[config.mk]
export PLATFORM = sky130hd
export DESIGN_NAME = ready_to_drive_interlock
export DESIGN_NICKNAME = d
export VERILOG_FILES = /design/src/rtl/rtdi_pkg.sv /design/src/rtl/rtdi_core.sv /design/src/rtl/ready_to_drive_interlock.sv
export SDC_FILE = /design/constraint.sdc
export NUM_CORES = 1
export LEC_CHECK = 0
export BUFFER_PORTS_ARGS = -buffer_cell sky130_fd_sc_hd__buf_2
export CORE_MARGIN = 4
export CORE_UTILIZATION = 55
export CTS_CLUSTER_SIZE = 24
export DETAILED_ROUTE_END_ITERATION = 7
export PLACE_DENSITY_LB_ADDON = 0.2
export SETUP_SLACK_MARGIN = 0.5
export SLEW_MARGIN = 5
export SYNTH_ARGS = -nofsm -noshare
export SYNTH_HDL_FRONTEND = slang
export SYNTH_SLANG_ARGS = --single-unit
[constraint.sdc]
create_clock -name clock -period 5.3 [get_ports clock]
set_input_delay 0.53 -clock clock [delete_from_list [all_inputs] [get_ports clock]]
set_output_delay 0.53 -clock clock [all_outputs]
set_load 0.01 [all_outputs]
[src/rtl/rtdi_pkg.sv]
// Package for the ready-to-drive interlock: item, result and register types,
// register indexes, signal codes and the saturating timer increment.
// Used by every module of the block; depends on nothing.
`default_nettype none

package rtdi_pkg;

   // Timer and counter widths.
   localparam int TIMER_WIDTH  = 16;
   localparam int NUM_SIGNALS  = 4;
   localparam int SIG_W        = $clog2(NUM_SIGNALS);
   localparam int HORN_PULSES  = 3;
   localparam int HORN_W       = $clog2(HORN_PULSES + 1);
   localparam int PRESS_W      = 3;
   localparam int VALUE_W      = 16;
   localparam int REG_W        = 16;
   localparam int NUM_REGS     = 6;
   localparam int CSR_ADDR_W   = 5;
   localparam int CSR_DATA_W   = 32;
   localparam int REG_IDX_W    = 3;
   localparam int RSP_DATA_W   = 16;

   // Press counts that ask for a reboot or a power-off.
   localparam logic [PRESS_W-1:0] REBOOT_PRESSES   = PRESS_W'(3);
   localparam logic [PRESS_W-1:0] POWEROFF_PRESSES = PRESS_W'(5);

   typedef enum logic {
      OP_TICK   = 1'b0,
      OP_NOTIFY = 1'b1
   } op_type;

   typedef enum logic [SIG_W-1:0] {
      SIG_BRAKE   = 2'd0,
      SIG_BUTTON  = 2'd1,
      SIG_SPEED   = 2'd2,
      SIG_VOLTAGE = 2'd3
   } signal_type;

   typedef enum logic [REG_IDX_W-1:0] {
      REG_STALE_LIMIT = 3'd0,
      REG_MIN_VOLTAGE = 3'd1,
      REG_BLINK_HALF  = 3'd2,
      REG_WINDOW      = 3'd3,
      REG_HORN_ON     = 3'd4,
      REG_HORN_OFF    = 3'd5
   } reg_index_type;

   typedef struct packed {
      op_type               op;
      signal_type           signal_id;
      logic [VALUE_W-1:0]   signal_value;
   } item_type;

   typedef struct packed {
      logic [REG_W-1:0] stale_limit_ticks;
      logic [REG_W-1:0] min_voltage;
      logic [REG_W-1:0] blink_half_ticks;
      logic [REG_W-1:0] button_window_ticks;
      logic [REG_W-1:0] horn_on_ticks;
      logic [REG_W-1:0] horn_off_ticks;
   } cfg_type;

   typedef struct packed {
      logic             poweroff_request;
      logic             reboot_request;
      logic             horn;
      logic [SIG_W-1:0] fault_source;
      logic             fault;
      logic             ready_light;
      logic             unit_light;
      logic             drive_active;
   } result_type;

   // Timer increment that sticks at all ones.
   function automatic logic [TIMER_WIDTH-1:0] sat_inc(input logic [TIMER_WIDTH-1:0] v);
      return (&v) ? v : v + TIMER_WIDTH'(1);
   endfunction

endpackage

`default_nettype wire

[src/rtl/rtdi_core.sv]
// State and next-state logic of the ready-to-drive interlock: signal ages,
// blink, button window, horn sequence and drive latch, one word per step.
// Depends on rtdi_pkg.
`default_nettype none

module rtdi_core
   import rtdi_pkg::*;
(
   input  wire logic       clock,
   input  wire logic       reset,
   input  wire logic       step,
   input  wire item_type   item,
   input  wire cfg_type    cfg,
   output result_type      result
);

   logic [TIMER_WIDTH-1:0] age_ff [NUM_SIGNALS];
   logic [TIMER_WIDTH-1:0] age_in [NUM_SIGNALS];
   logic                   brake_ff, brake_in;
   logic                   button_ff, button_in;
   logic                   latched_ff, latched_in;
   logic [PRESS_W-1:0]     press_ff, press_in;
   logic [TIMER_WIDTH-1:0] window_timer_ff, window_timer_in;
   logic                   window_run_ff, window_run_in;
   logic [TIMER_WIDTH-1:0] blink_cnt_ff, blink_cnt_in;
   logic                   blink_phase_ff, blink_phase_in;
   logic [HORN_W-1:0]      horn_left_ff, horn_left_in;
   logic [TIMER_WIDTH-1:0] horn_timer_ff, horn_timer_in;
   logic                   horn_on_ff, horn_on_in;

   // Next state and the result of the word in the input register.
   always_comb begin
      logic             healthy;
      logic [SIG_W-1:0] src;
      logic             button_new;

      for (int i = 0; i < NUM_SIGNALS; i++) begin
         age_in[i] = age_ff[i];
      end
      brake_in        = brake_ff;
      button_in       = button_ff;
      latched_in      = latched_ff;
      press_in        = press_ff;
      window_timer_in = window_timer_ff;
      window_run_in   = window_run_ff;
      blink_cnt_in    = blink_cnt_ff;
      blink_phase_in  = blink_phase_ff;
      horn_left_in    = horn_left_ff;
      horn_timer_in   = horn_timer_ff;
      horn_on_in      = horn_on_ff;
      result          = '0;
      healthy         = 1'b1;
      src             = '0;
      button_new      = (item.signal_value != '0);

      if (item.op == OP_TICK) begin
         // Time passes: ages, blink, press window and horn sequence advance.
         for (int i = 0; i < NUM_SIGNALS; i++) begin
            age_in[i] = sat_inc(age_ff[i]);
         end

         blink_cnt_in = sat_inc(blink_cnt_ff);
         if (blink_cnt_in >= cfg.blink_half_ticks) begin
            blink_cnt_in   = '0;
            blink_phase_in = !blink_phase_ff;
         end

         if (window_run_ff) begin
            window_timer_in = sat_inc(window_timer_ff);
            if (window_timer_in >= cfg.button_window_ticks) begin
               if (press_ff >= POWEROFF_PRESSES) begin
                  result.poweroff_request = 1'b1;
               end else if (press_ff >= REBOOT_PRESSES) begin
                  result.reboot_request = 1'b1;
               end
               press_in        = '0;
               window_run_in   = 1'b0;
               window_timer_in = '0;
            end
         end

         if (horn_left_ff != '0) begin
            horn_timer_in = sat_inc(horn_timer_ff);
            if (horn_on_ff) begin
               if (horn_timer_in >= cfg.horn_on_ticks) begin
                  horn_on_in    = 1'b0;
                  horn_timer_in = '0;
               end
            end else if (horn_timer_in >= cfg.horn_off_ticks) begin
               horn_left_in  = horn_left_ff - HORN_W'(1);
               horn_timer_in = '0;
               horn_on_in    = (horn_left_in != '0);
            end
         end
      end else begin
         // A signal arrived: refresh its age and take its level.
         case (item.signal_id)
            SIG_BRAKE: begin
               brake_in  = button_new;
               age_in[0] = '0;
            end
            SIG_BUTTON: begin
               button_in = button_new;
               if (button_new) begin
                  if (!(&press_ff)) begin
                     press_in = press_ff + PRESS_W'(1);
                  end
                  window_timer_in = '0;
                  window_run_in   = 1'b1;
               end
               age_in[1] = '0;
            end
            SIG_SPEED: begin
               age_in[2] = '0;
            end
            default: begin
               if (item.signal_value >= cfg.min_voltage) begin
                  age_in[3] = '0;
               end
            end
         endcase
      end

      // The lowest numbered stale signal wins.
      for (int i = NUM_SIGNALS - 1; i >= 0; i--) begin
         if (age_in[i] > cfg.stale_limit_ticks) begin
            healthy = 1'b0;
            src     = SIG_W'(i);
         end
      end

      // Lights and the drive latch.
      if (healthy) begin
         result.unit_light = 1'b1;
         if (latched_ff) begin
            result.drive_active = 1'b1;
         end else if (brake_in) begin
            if (button_in) begin
               latched_in    = 1'b1;
               horn_left_in  = HORN_W'(HORN_PULSES);
               horn_timer_in = '0;
               horn_on_in    = 1'b1;
            end else begin
               result.ready_light = 1'b1;
            end
         end else begin
            result.ready_light = blink_phase_in;
         end
      end else begin
         latched_in          = 1'b0;
         result.unit_light   = blink_phase_in;
         result.fault        = 1'b1;
         result.fault_source = src;
      end
      result.horn = horn_on_in;
   end

   // State registers advance once per word.
   always_ff @(posedge clock) begin
      if (reset) begin
         for (int i = 0; i < NUM_SIGNALS; i++) begin
            age_ff[i] <= '1;
         end
         brake_ff        <= 1'b0;
         button_ff       <= 1'b0;
         latched_ff      <= 1'b0;
         press_ff        <= '0;
         window_timer_ff <= '0;
         window_run_ff   <= 1'b0;
         blink_cnt_ff    <= '0;
         blink_phase_ff  <= 1'b0;
         horn_left_ff    <= '0;
         horn_timer_ff   <= '0;
         horn_on_ff      <= 1'b0;
      end else if (step) begin
         for (int i = 0; i < NUM_SIGNALS; i++) begin
            age_ff[i] <= age_in[i];
         end
         brake_ff        <= brake_in;
         button_ff       <= button_in;
         latched_ff      <= latched_in;
         press_ff        <= press_in;
         window_timer_ff <= window_timer_in;
         window_run_ff   <= window_run_in;
         blink_cnt_ff    <= blink_cnt_in;
         blink_phase_ff  <= blink_phase_in;
         horn_left_ff    <= horn_left_in;
         horn_timer_ff   <= horn_timer_in;
         horn_on_ff      <= horn_on_in;
      end
   end

endmodule

`default_nettype wire

[src/rtl/ready_to_drive_interlock.sv]
// Top level of the ready-to-drive interlock: stream channels, input and
// result registers, and the register file. Depends on rtdi_pkg and rtdi_core.
//
// Usage: each word on the req_ channel is either one time tick (req_tuser
// bit 0 low) or a notification of one signal (bit 0 high, signal code in
// req_tuser[2:1], value in req_tdata). Every accepted word yields exactly
// one result word on the rsp_ channel, in order.
// Order: the state update and result are formed while the word sits in the
// input register and are written to the result register when that register
// is empty or its word is taken.
// Throughput: one word per cycle while rsp_tready stays high, set by the single
// state update pass between the input register and the result register.
// Stall: when rsp_tready is low the result register holds; the input
// register still takes one more word, and req_tready drops after that.
// Reset: synchronous. All four signals start stale, the latch, counters,
// horn and lights clear, and the registers return to their defaults.
// Registers sit at byte addresses 0x00 to 0x14 on the csr_ port; the user must
// make writes only while no word is in flight; the block does not enforce it.
`default_nettype none

module ready_to_drive_interlock
   import rtdi_pkg::*;
(
   input  wire logic                  clock,
   input  wire logic                  reset,
   // Input channel.
   input  wire logic                  req_tvalid,
   output logic                       req_tready,
   input  wire logic [VALUE_W-1:0]    req_tdata,   // [15:0] signal_value
   input  wire logic [2:0]            req_tuser,   // [0] op, [2:1] signal_id
   // Result channel.
   output logic                       rsp_tvalid,
   input  wire logic                  rsp_tready,
   output logic [RSP_DATA_W-1:0]      rsp_tdata,   // [0] drive_active,
   // [1] unit_light, [2] ready_light, [3] fault, [5:4] fault_source,
   // [6] horn, [7] reboot_request, [8] poweroff_request, [15:9] zero
   // Register port.
   input  wire logic                  csr_psel,
   input  wire logic                  csr_penable,
   input  wire logic                  csr_pwrite,
   input  wire logic [CSR_ADDR_W-1:0] csr_paddr,
   input  wire logic [CSR_DATA_W-1:0] csr_pwdata,
   output logic [CSR_DATA_W-1:0]      csr_prdata,
   output logic                       csr_pready
);

   cfg_type    cfg_ff;
   item_type   item_ff;
   logic       item_valid_ff, item_valid_in;
   result_type result_ff;
   result_type result_next;
   logic       rsp_valid_ff, rsp_valid_in;
   logic       advance;
   logic       req_fire;
   logic       csr_write;
   logic [REG_IDX_W-1:0] csr_index;

   // Pipeline control: the result register moves when empty or taken.
   assign advance    = !rsp_valid_ff || rsp_tready;
   assign req_tready = !item_valid_ff || advance;
   assign req_fire   = req_tvalid && req_tready;

   assign item_valid_in = req_fire ? 1'b1 : (advance ? 1'b0 : item_valid_ff);
   assign rsp_valid_in  = advance ? item_valid_ff : rsp_valid_ff;

   always_ff @(posedge clock) begin
      if (reset) begin
         item_valid_ff <= 1'b0;
         rsp_valid_ff  <= 1'b0;
      end else begin
         item_valid_ff <= item_valid_in;
         rsp_valid_ff  <= rsp_valid_in;
      end
   end

   // Input and result payload registers.
   always_ff @(posedge clock) begin
      if (req_fire) begin
         item_ff.op           <= op_type'(req_tuser[0]);
         item_ff.signal_id    <= signal_type'(req_tuser[2:1]);
         item_ff.signal_value <= req_tdata;
      end
      if (advance && item_valid_ff) begin
         result_ff <= result_next;
      end
   end

   rtdi_core u_core (
      .clock  (clock),
      .reset  (reset),
      .step   (advance && item_valid_ff),
      .item   (item_ff),
      .cfg    (cfg_ff),
      .result (result_next)
   );

   assign rsp_tvalid = rsp_valid_ff;
   assign rsp_tdata  = RSP_DATA_W'(result_ff);

   // Register file: written in the access phase, read back at any time.
   assign csr_pready = 1'b1;
   assign csr_write  = csr_psel && csr_penable && csr_pwrite && csr_pready;
   assign csr_index  = csr_paddr[CSR_ADDR_W-1:2];

   always_ff @(posedge clock) begin
      if (reset) begin
         cfg_ff.stale_limit_ticks   <= REG_W'(100);
         cfg_ff.min_voltage         <= REG_W'(250);
         cfg_ff.blink_half_ticks    <= REG_W'(500);
         cfg_ff.button_window_ticks <= REG_W'(1000);
         cfg_ff.horn_on_ticks       <= REG_W'(300);
         cfg_ff.horn_off_ticks      <= REG_W'(150);
      end else if (csr_write) begin
         case (csr_index)
            REG_STALE_LIMIT: cfg_ff.stale_limit_ticks   <= csr_pwdata[REG_W-1:0];
            REG_MIN_VOLTAGE: cfg_ff.min_voltage         <= csr_pwdata[REG_W-1:0];
            REG_BLINK_HALF:  cfg_ff.blink_half_ticks    <= csr_pwdata[REG_W-1:0];
            REG_WINDOW:      cfg_ff.button_window_ticks <= csr_pwdata[REG_W-1:0];
            REG_HORN_ON:     cfg_ff.horn_on_ticks       <= csr_pwdata[REG_W-1:0];
            REG_HORN_OFF:    cfg_ff.horn_off_ticks      <= csr_pwdata[REG_W-1:0];
            default: ;
         endcase
      end
   end

   always_comb begin
      case (csr_index)
         REG_STALE_LIMIT: csr_prdata = CSR_DATA_W'(cfg_ff.stale_limit_ticks);
         REG_MIN_VOLTAGE: csr_prdata = CSR_DATA_W'(cfg_ff.min_voltage);
         REG_BLINK_HALF:  csr_prdata = CSR_DATA_W'(cfg_ff.blink_half_ticks);
         REG_WINDOW:      csr_prdata = CSR_DATA_W'(cfg_ff.button_window_ticks);
         REG_HORN_ON:     csr_prdata = CSR_DATA_W'(cfg_ff.horn_on_ticks);
         REG_HORN_OFF:    csr_prdata = CSR_DATA_W'(cfg_ff.horn_off_ticks);
         default:         csr_prdata = '0;
      endcase
   end

endmodule

`default_nettype wire

======== After elaboration in Yosys (flattened, before gate mapping) ========
Memories as Yosys holds them, arrays and structs flattened.
Cells that the tools add are included.
operators by class
  $add $sub $neg .......................... 9
  $lt $le $gt $ge ......................... 11
  eq/ne operators ......................... 10
  mux-type cells .......................... 91
  bitwise gates (word level) .............. 8
  reductions and logical operators ........ 41
operators with widths
  kind                                                                      number
  16-bit 2-to-1 mux                                                         31
  16-bit by 1-bit adder with 16-bit output (second input constant)          7
  16-bit AND reduction                                                      7
  16-bit case mux with 6 select lines                                       1
  16-bit greater-or-equal comparator                                        5
  16-bit > comparator                                                       4
  64-bit 2-to-1 mux                                                         1
  1-bit 2-to-1 mux                                                          41
  2-bit 2-to-1 mux                                                          11
  3-bit 2-to-1 mux                                                          6
  16-bit nonzero test                                                       1
  2-bit AND reduction                                                       7
  2-bit nonzero test                                                        5
  3-bit OR reduction                                                        3
  3-bit by 2-bit equality test with 1-bit output (second input constant)    2
  3-bit equality test (second input constant)                               2
  3-bit AND reduction                                                       2
  6-bit AND reduction                                                       1
  1-bit logical AND                                                         4
  2-bit by 1-bit inequality test with 1-bit output (second input constant)  2
  1-bit NOT                                                                 4
  1-bit bitwise OR                                                          4
  4-bit AND reduction                                                       1
  2-bit OR reduction                                                        2
  13 further kinds                                                          16
storage, ports and cells
  bits in registers ....................... 185
  RAM bits ................................ 64
  memories kept ........................... 1
memories
  memory         words  width  read ports  clocked after Yosys merged registers in  wr ports  line             source
  u_core.age_ff  4      16     4           0                                        4         rtdi_core.sv:17  logic [TIMER_WIDTH-1:0] age_ff [NUM_SIGNALS];

======== Logic depth before layout (Yosys ltp) ========
  depth in word-level cells ............... 11
  gate-level depth with buffers ........... 22

======== Hierarchy ========
A second synthesis with hierarchy kept.
second synthesis, totals
  cell total of the unflattened synthesis .. 1921
  area, all modules ....................... 16761.1 um^2
modules (own cells, without submodules)
  module                    times used  cells an instance  area an instance (um^2)
  rtdi_core                 1           1350               11074.4
  ready_to_drive_interlock  1           571                5686.7

======== Worst setup path before layout ========
Ideal clock, no wire load.
  kind .................................... register -> register
  from .................................... register item_ff[0] in the netlist's numbering
  to ...................................... register u_core.horn_timer_ff[11]
  setup time .............................. 117 ps
  arrival ................................. 4497 ps
  path slack .............................. 687 ps
  stages on the path, launching flop included .. 22
  clock period less this slack ............ 4613 ps
  cell sequence ........................... edfxtp_1 > inv_1 > ha_1 > nand2b_1 > a21o_1 > a21o_1 > a21o_1 > a21o_1 > a311oi_1 > o21ai_1 > clkbuf_1 > o21ai_0 > ha_1 > nand4_1 > or4_1 > or3_4 > o2bb2ai_2 > or3_4 > and2_4 > buf_6 > buf_6 > a22o_1
RTL lines
  what                  line                            source
  from (decl)           ready_to_drive_interlock.sv:48  item_type item_ff;
  to (signal assigned)  rtdi_core.sv:188                horn_timer_ff <= horn_timer_in;
  to (decl)             rtdi_core.sv:28                 logic [TIMER_WIDTH-1:0] horn_timer_ff, horn_timer_in;

==> impl_metrics.prom <==
# TYPE chip_impl_metric gauge
chip_impl_info{name="outcome",value="completed"} 1
chip_impl_metric{name="grt_first_pass_wirelength",unit="mm"} 71.32
chip_impl_metric{name="postSynthAreaPerCell",unit="um^2"} 8.377
chip_impl_metric{name="period_share",unit="%"} 89.49
chip_impl_metric{name="avgViaCountPerCell",unit=""} 6.191
chip_impl_metric{name="antenna_violations_before_repair",unit=""} 1
chip_impl_info{name="worst-setup-path-type",value="reg -> reg"} 1
chip_impl_metric{name="cts_num_sinks",unit=""} 249
chip_impl_info{name="synth-main-ff-cell",value="sky130_fd_sc_hd__dfxtp_1"} 1
chip_impl_metric{name="design.die.area",unit="um^2"} 31850
chip_impl_metric{name="min_period",unit="ns"} 4.743
chip_impl_metric{name="yosysUniqueCellTypes",unit=""} 73
chip_impl_metric{name="power.density_cell_area",unit="nW/um^2"} 263.0
chip_impl_metric{name="grt_start_max_net_pins",unit=""} 74
chip_impl_metric{name="reg2reg_setup_slack",unit="ns"} 0.56
chip_impl_metric{name="initial_core_util",unit="%"} 55.69
chip_impl_info{name="startpoint_type",value="register"} 1
chip_impl_metric{name="netlist_area",unit="um^2"} 15980
chip_impl_metric{name="floorplan.io_pins",unit=""} 114
chip_impl_metric{name="holdBufCountCts",unit=""} 0
chip_impl_metric{name="r2r_cells",unit=""} 17
chip_impl_metric{name="placement_row_count",unit=""} 62
chip_impl_metric{name="critPathRequiredTime",unit="ns"} 5.80
chip_impl_metric{name="total_number_of_yosys_warnings",unit=""} 0
chip_impl_metric{name="cp.arrival",unit="ns"} 5.24
chip_impl_metric{name="synth_seq_cells",unit=""} 249
chip_impl_metric{name="overflow",unit=""} 0
chip_impl_metric{name="synth_enable_flop_cells",unit=""} 92
chip_impl_metric{name="post-layout-total-power",unit="uW"} 4704
chip_impl_info{name="regToRegEndpoint",value="u_core.horn_left_ff[0]$_SDFFE_PP0P_"} 1
chip_impl_metric{name="post-route-drc-count",unit=""} 0
chip_impl_metric{name="synth.yosys.seq_area_share",unit="%"} 36.95
chip_impl_metric{name="max_cap_violations",unit=""} 0
chip_impl_metric{name="cts_buffer_depth",unit=""} 3
chip_impl_metric{name="routed_wl",unit="mm"} 46.86
chip_impl_metric{name="setup_viols_final",unit=""} 0
chip_impl_metric{name="antenna_violating_nets_post_route",unit=""} 0
chip_impl_metric{name="tns",unit="ns"} 0
chip_impl_metric{name="die_height",unit="um"} 178.5
chip_impl_metric{name="die_w",unit="um"} 178.5
chip_impl_metric{name="leakagePower",unit="uW"} 0.007184
chip_impl_metric{name="critical-path-max-stage-delay",unit="ns"} 0.51
chip_impl_metric{name="core",unit="um^2"} 28700
chip_impl_metric{name="n_fill_cell",unit=""} 2501
chip_impl_metric{name="synth-async-reset-ratio",unit="%"} 0
chip_impl_info{name="critical_path.startpoint",value="u_core.age_ff[0][17]$_SDFFCE_PN1P_"} 1
chip_impl_metric{name="i_o_buffers",unit=""} 71
chip_impl_info{name="cp_slowest_cell",value="sky130_fd_sc_hd__or4b_4"} 1
chip_impl_metric{name="design.final.nets",unit=""} 2182
chip_impl_info{name="cts_tree",value="built"} 1
chip_impl_metric{name="clock_latency",unit="ns"} 0.57
chip_impl_metric{name="final_setup_skew",unit="ns"} 0.02217
chip_impl_info{name="synth.top_cells.by_area",value="sky130_fd_sc_hd__dfxtp_1 20%, sky130_fd_sc_hd__edfxtp_1 17%, sky130_fd_sc_hd__ha_1 12%, sky130_fd_sc_hd__nand2_1 7.4%, sky130_fd_sc_hd__a21oi_1 5.2%"} 1
chip_impl_metric{name="drv_slew",unit=""} 0
chip_impl_metric{name="gp_congestion",unit=""} 0.9269
chip_impl_info{name="post-synth-top-area-cell",value="sky130_fd_sc_hd__dfxtp_1"} 1
chip_impl_metric{name="avgRoutedWirePerCell",unit="um"} 19.80
chip_impl_metric{name="syn-instance-count",unit=""} 1908
chip_impl_metric{name="htreeDepth",unit=""} 1
chip_impl_info{name="cts-root-buf",value="sky130_fd_sc_hd__clkbuf_16"} 1
chip_impl_metric{name="timing_hold_violations_final",unit=""} 0
chip_impl_info{name="worst_setup_path_end_kind",value="register"} 1
chip_impl_info{name="worst_setup_path_endpoint",value="u_core.horn_left_ff[0]$_SDFFE_PP0P_"} 1
chip_impl_metric{name="gr-usage-all-layers",unit="%"} 28.22
chip_impl_metric{name="max_freq",unit="MHz"} 210.8
chip_impl_info{name="regToRegStartpoint",value="u_core.age_ff[0][17]$_SDFFCE_PN1P_"} 1
chip_impl_metric{name="area_delta_synth_final",unit="%"} 11.89
chip_impl_metric{name="antenna-diode-count",unit=""} 0
chip_impl_metric{name="vias",unit=""} 14650
chip_impl_metric{name="hpwlAfterDp",unit="mm"} 33.03
chip_impl_metric{name="timing_worst_slew_pin_value",unit="ns"} 1.114
chip_impl_metric{name="clkSlewWorstSetupHoldPaths",unit="ns"} 0.06
chip_impl_metric{name="first_global_vias",unit=""} 13420
chip_impl_metric{name="crit_path_max_fanout",unit=""} 5
chip_impl_metric{name="initialDrtViolationCount",unit=""} 1484
chip_impl_metric{name="drt_pass1_iterations",unit=""} 5
chip_impl_info{name="rsz0062_at_grt",value="true"} 1
chip_impl_metric{name="hold_depth",unit=""} 1
chip_impl_metric{name="irDropWorstVdd",unit="V"} 0.0002858
chip_impl_metric{name="cts_inserted_buffers",unit=""} 29
chip_impl_metric{name="synth_top_area_share",unit="%"} 19.66
chip_impl_metric{name="maxSlewHeadroom",unit="%"} 25.71
chip_impl_info{name="cp_cell_sequence",value="ha_4 -> and4_4 -> or4b_4 -> o21a_4 -> and3_2 -> and4_1 -> mux2i_1 -> ha_1 -> a21oi_1 -> o21ai_0 -> a221o_1 -> o31a_1 -> a21o_1 -> or3_4 -> buf_6 -> a311oi_2 -> a41o_1"} 1
chip_impl_metric{name="fraction_of_layout_cells_with_a_size_suffix_above_1",unit="%"} 10.69
chip_impl_info{name="min-delay-path-class",value="in -> reg"} 1
[cell usage in the layout (no fill, tap or decap), types with 6 or more instances in the layout]
master / synthesis / final
sky130_fd_sc_hd__nand2_1: 315 / 313
sky130_fd_sc_hd__a21oi_1: 165 / 165
sky130_fd_sc_hd__dfxtp_1: 157 / 157
sky130_fd_sc_hd__ha_1: 157 / 155
sky130_fd_sc_hd__inv_1: 114 / 114
sky130_fd_sc_hd__nand3_1: 112 / 112
sky130_fd_sc_hd__edfxtp_1: 92 / 92
sky130_fd_sc_hd__nor2_1: 82 / 80
sky130_fd_sc_hd__buf_2: 0 / 71
sky130_fd_sc_hd__nand4_1: 56 / 56
sky130_fd_sc_hd__o21ai_0: 66 / 56
sky130_fd_sc_hd__nand2b_1: 52 / 51
sky130_fd_sc_hd__o211ai_1: 51 / 51
sky130_fd_sc_hd__a22oi_1: 48 / 48
sky130_fd_sc_hd__clkbuf_16: 0 / 31
sky130_fd_sc_hd__buf_4: 24 / 29
sky130_fd_sc_hd__a21o_1: 28 / 28
sky130_fd_sc_hd__nor3_1: 27 / 25
sky130_fd_sc_hd__conb_1: 2 / 24
sky130_fd_sc_hd__mux2i_1: 22 / 22
sky130_fd_sc_hd__xnor2_1: 20 / 20
sky130_fd_sc_hd__and3_1: 17 / 16
sky130_fd_sc_hd__a31oi_1: 16 / 15
sky130_fd_sc_hd__a22o_1: 14 / 14
sky130_fd_sc_hd__nor4_1: 16 / 13
sky130_fd_sc_hd__nor2b_1: 12 / 12
sky130_fd_sc_hd__and2_1: 12 / 12
sky130_fd_sc_hd__and4_1: 13 / 12
sky130_fd_sc_hd__xor2_1: 12 / 12
sky130_fd_sc_hd__or2_2: 11 / 11
sky130_fd_sc_hd__or3_1: 11 / 11
sky130_fd_sc_hd__o31ai_1: 9 / 9
sky130_fd_sc_hd__o21a_1: 8 / 6
sky130_fd_sc_hd__a221oi_1: 7 / 6
sky130_fd_sc_hd__a211o_1: 6 / 6
sky130_fd_sc_hd__clkbuf_8: 0 / 6
[worst max-delay path, delay by kind of cell (launching register included)]
family	cells	cell delay (ns)
DFF	1	0.42
muxes	1	0.23
adders and majority gates	2	0.47
AOI/OAI and AO/OA	8	1.74
buffers and inverters	1	0.14
and+or+nand+nor	5	1.68
[cell usage after synthesis (13+ instances only)]
cell / number
sky130_fd_sc_hd__ha_1: 157
sky130_fd_sc_hd__a21o_1: 28
sky130_fd_sc_hd__nor4_1: 16
sky130_fd_sc_hd__edfxtp_1: 92
sky130_fd_sc_hd__o21ai_0: 66
sky130_fd_sc_hd__a31oi_1: 16
sky130_fd_sc_hd__and4_1: 13
sky130_fd_sc_hd__xnor2_1: 20
sky130_fd_sc_hd__nor2_1: 82
sky130_fd_sc_hd__nand4_1: 56
sky130_fd_sc_hd__dfxtp_1: 157
sky130_fd_sc_hd__a21oi_1: 165
sky130_fd_sc_hd__a22o_1: 14
sky130_fd_sc_hd__nor3_1: 27
sky130_fd_sc_hd__clkbuf_1: 77
sky130_fd_sc_hd__nand2b_1: 52
sky130_fd_sc_hd__buf_4: 24
sky130_fd_sc_hd__a22oi_1: 48
sky130_fd_sc_hd__inv_1: 114
sky130_fd_sc_hd__o211ai_1: 51
sky130_fd_sc_hd__nand2_1: 315
sky130_fd_sc_hd__mux2i_1: 22
sky130_fd_sc_hd__and3_1: 17
sky130_fd_sc_hd__nand3_1: 112
[per-layer routing]
metal  routed length (um)  share of wire, %  global-route usage, %
met5                   13             0.028                      0
met4                 2174               4.6                  12.15
met3                 4233               9.0                  6.337
met2                21140                45                  44.45
met1                19290                41                  37.38
[cells by family after synthesis]
logic type,Yosys count,synth area share [%]
simple gates,763,23.08
compound gates,459,18.40
flops,249,36.95
buf+inv,220,5.824
fa+ha+maj,157,12.29
xor+xnor,32,1.753
mux,26,1.659
other cells,2,0.04698
[registers in the layout, indices dropped and copies added (netlist names), 2 cells and up]
signal	cells
u_core.age_ff	64
cfg_ff	96
u_core.window_timer_ff	16
u_core.horn_timer_ff	16
rsp_tdata	9
u_core.blink_cnt_ff	16
u_core.press_ff	3
u_core.horn_left_ff	2
item_ff	19
[final cells by class]
class / instances / area [um^2] / area share (%)
clock buffers: 41 / 877.1 / 4.904
clock inverters: 11 / 115.1 / 0.6436
inverters: 116 / 435.4 / 2.435
multi-input cells: 1462 / 9453 / 52.85
flip-flops and latches: 249 / 5906 / 33.02
well taps: 384 / 480.5 / 2.686
repair buffers: 104 / 618.1 / 3.456
[power by group]
group          internal (uW)  switching (uW)
Sequential              2020            33.0
Clock                   1240             828
Combinational            213             363
[through the flow]
stage | utilization (%) | setup slack [ns] | hold slack [ns] | cell area (um^2) | std cells
2_1_floorplan | - | 0.6865 | 0.4490 | 16070 | 1930
3_3_place_gp | 57.84 | 0.4354 | 0.4582 | 16600 | 2301
3_5_place_dp | 57.84 | 0.3005 | 0.4653 | 16600 | 2301
4_1_cts | 61.42 | 0.5023 | 0.1133 | 17630 | 2355
5_1_grt | 62.31 | 0.4301 | 0.1194 | 17880 | 2367
6_report | 62.31 | 0.5571 | 0.1322 | 17880 | 2367
[how the worst min path moves through the flow]
stage                            startpoint                      end  slack [ns]
floorplan           cfg_ff[10]$_SDFFE_PP0P_  cfg_ff[10]$_SDFFE_PP0P_        0.45
CTS                            req_tdata[0]     item_ff[0]$_DFFE_PP_        0.11
global route                   req_tdata[8]     item_ff[8]$_DFFE_PP_        0.12
global placement    cfg_ff[77]$_SDFFE_PP0P_  cfg_ff[77]$_SDFFE_PP0P_        0.46
detailed placement  cfg_ff[88]$_SDFFE_PP0P_  cfg_ff[88]$_SDFFE_PP0P_        0.47
finish                         req_tdata[0]     item_ff[0]$_DFFE_PP_        0.13
[timing repair]
item,CTS,global route
gates resized for setup,8,43
endpoints found under the setup margin,17,44
gates cloned,0,3
buffers inserted,2,9
pin swaps,1,29
Note: power is estimated with default switching activity, not from simulation.
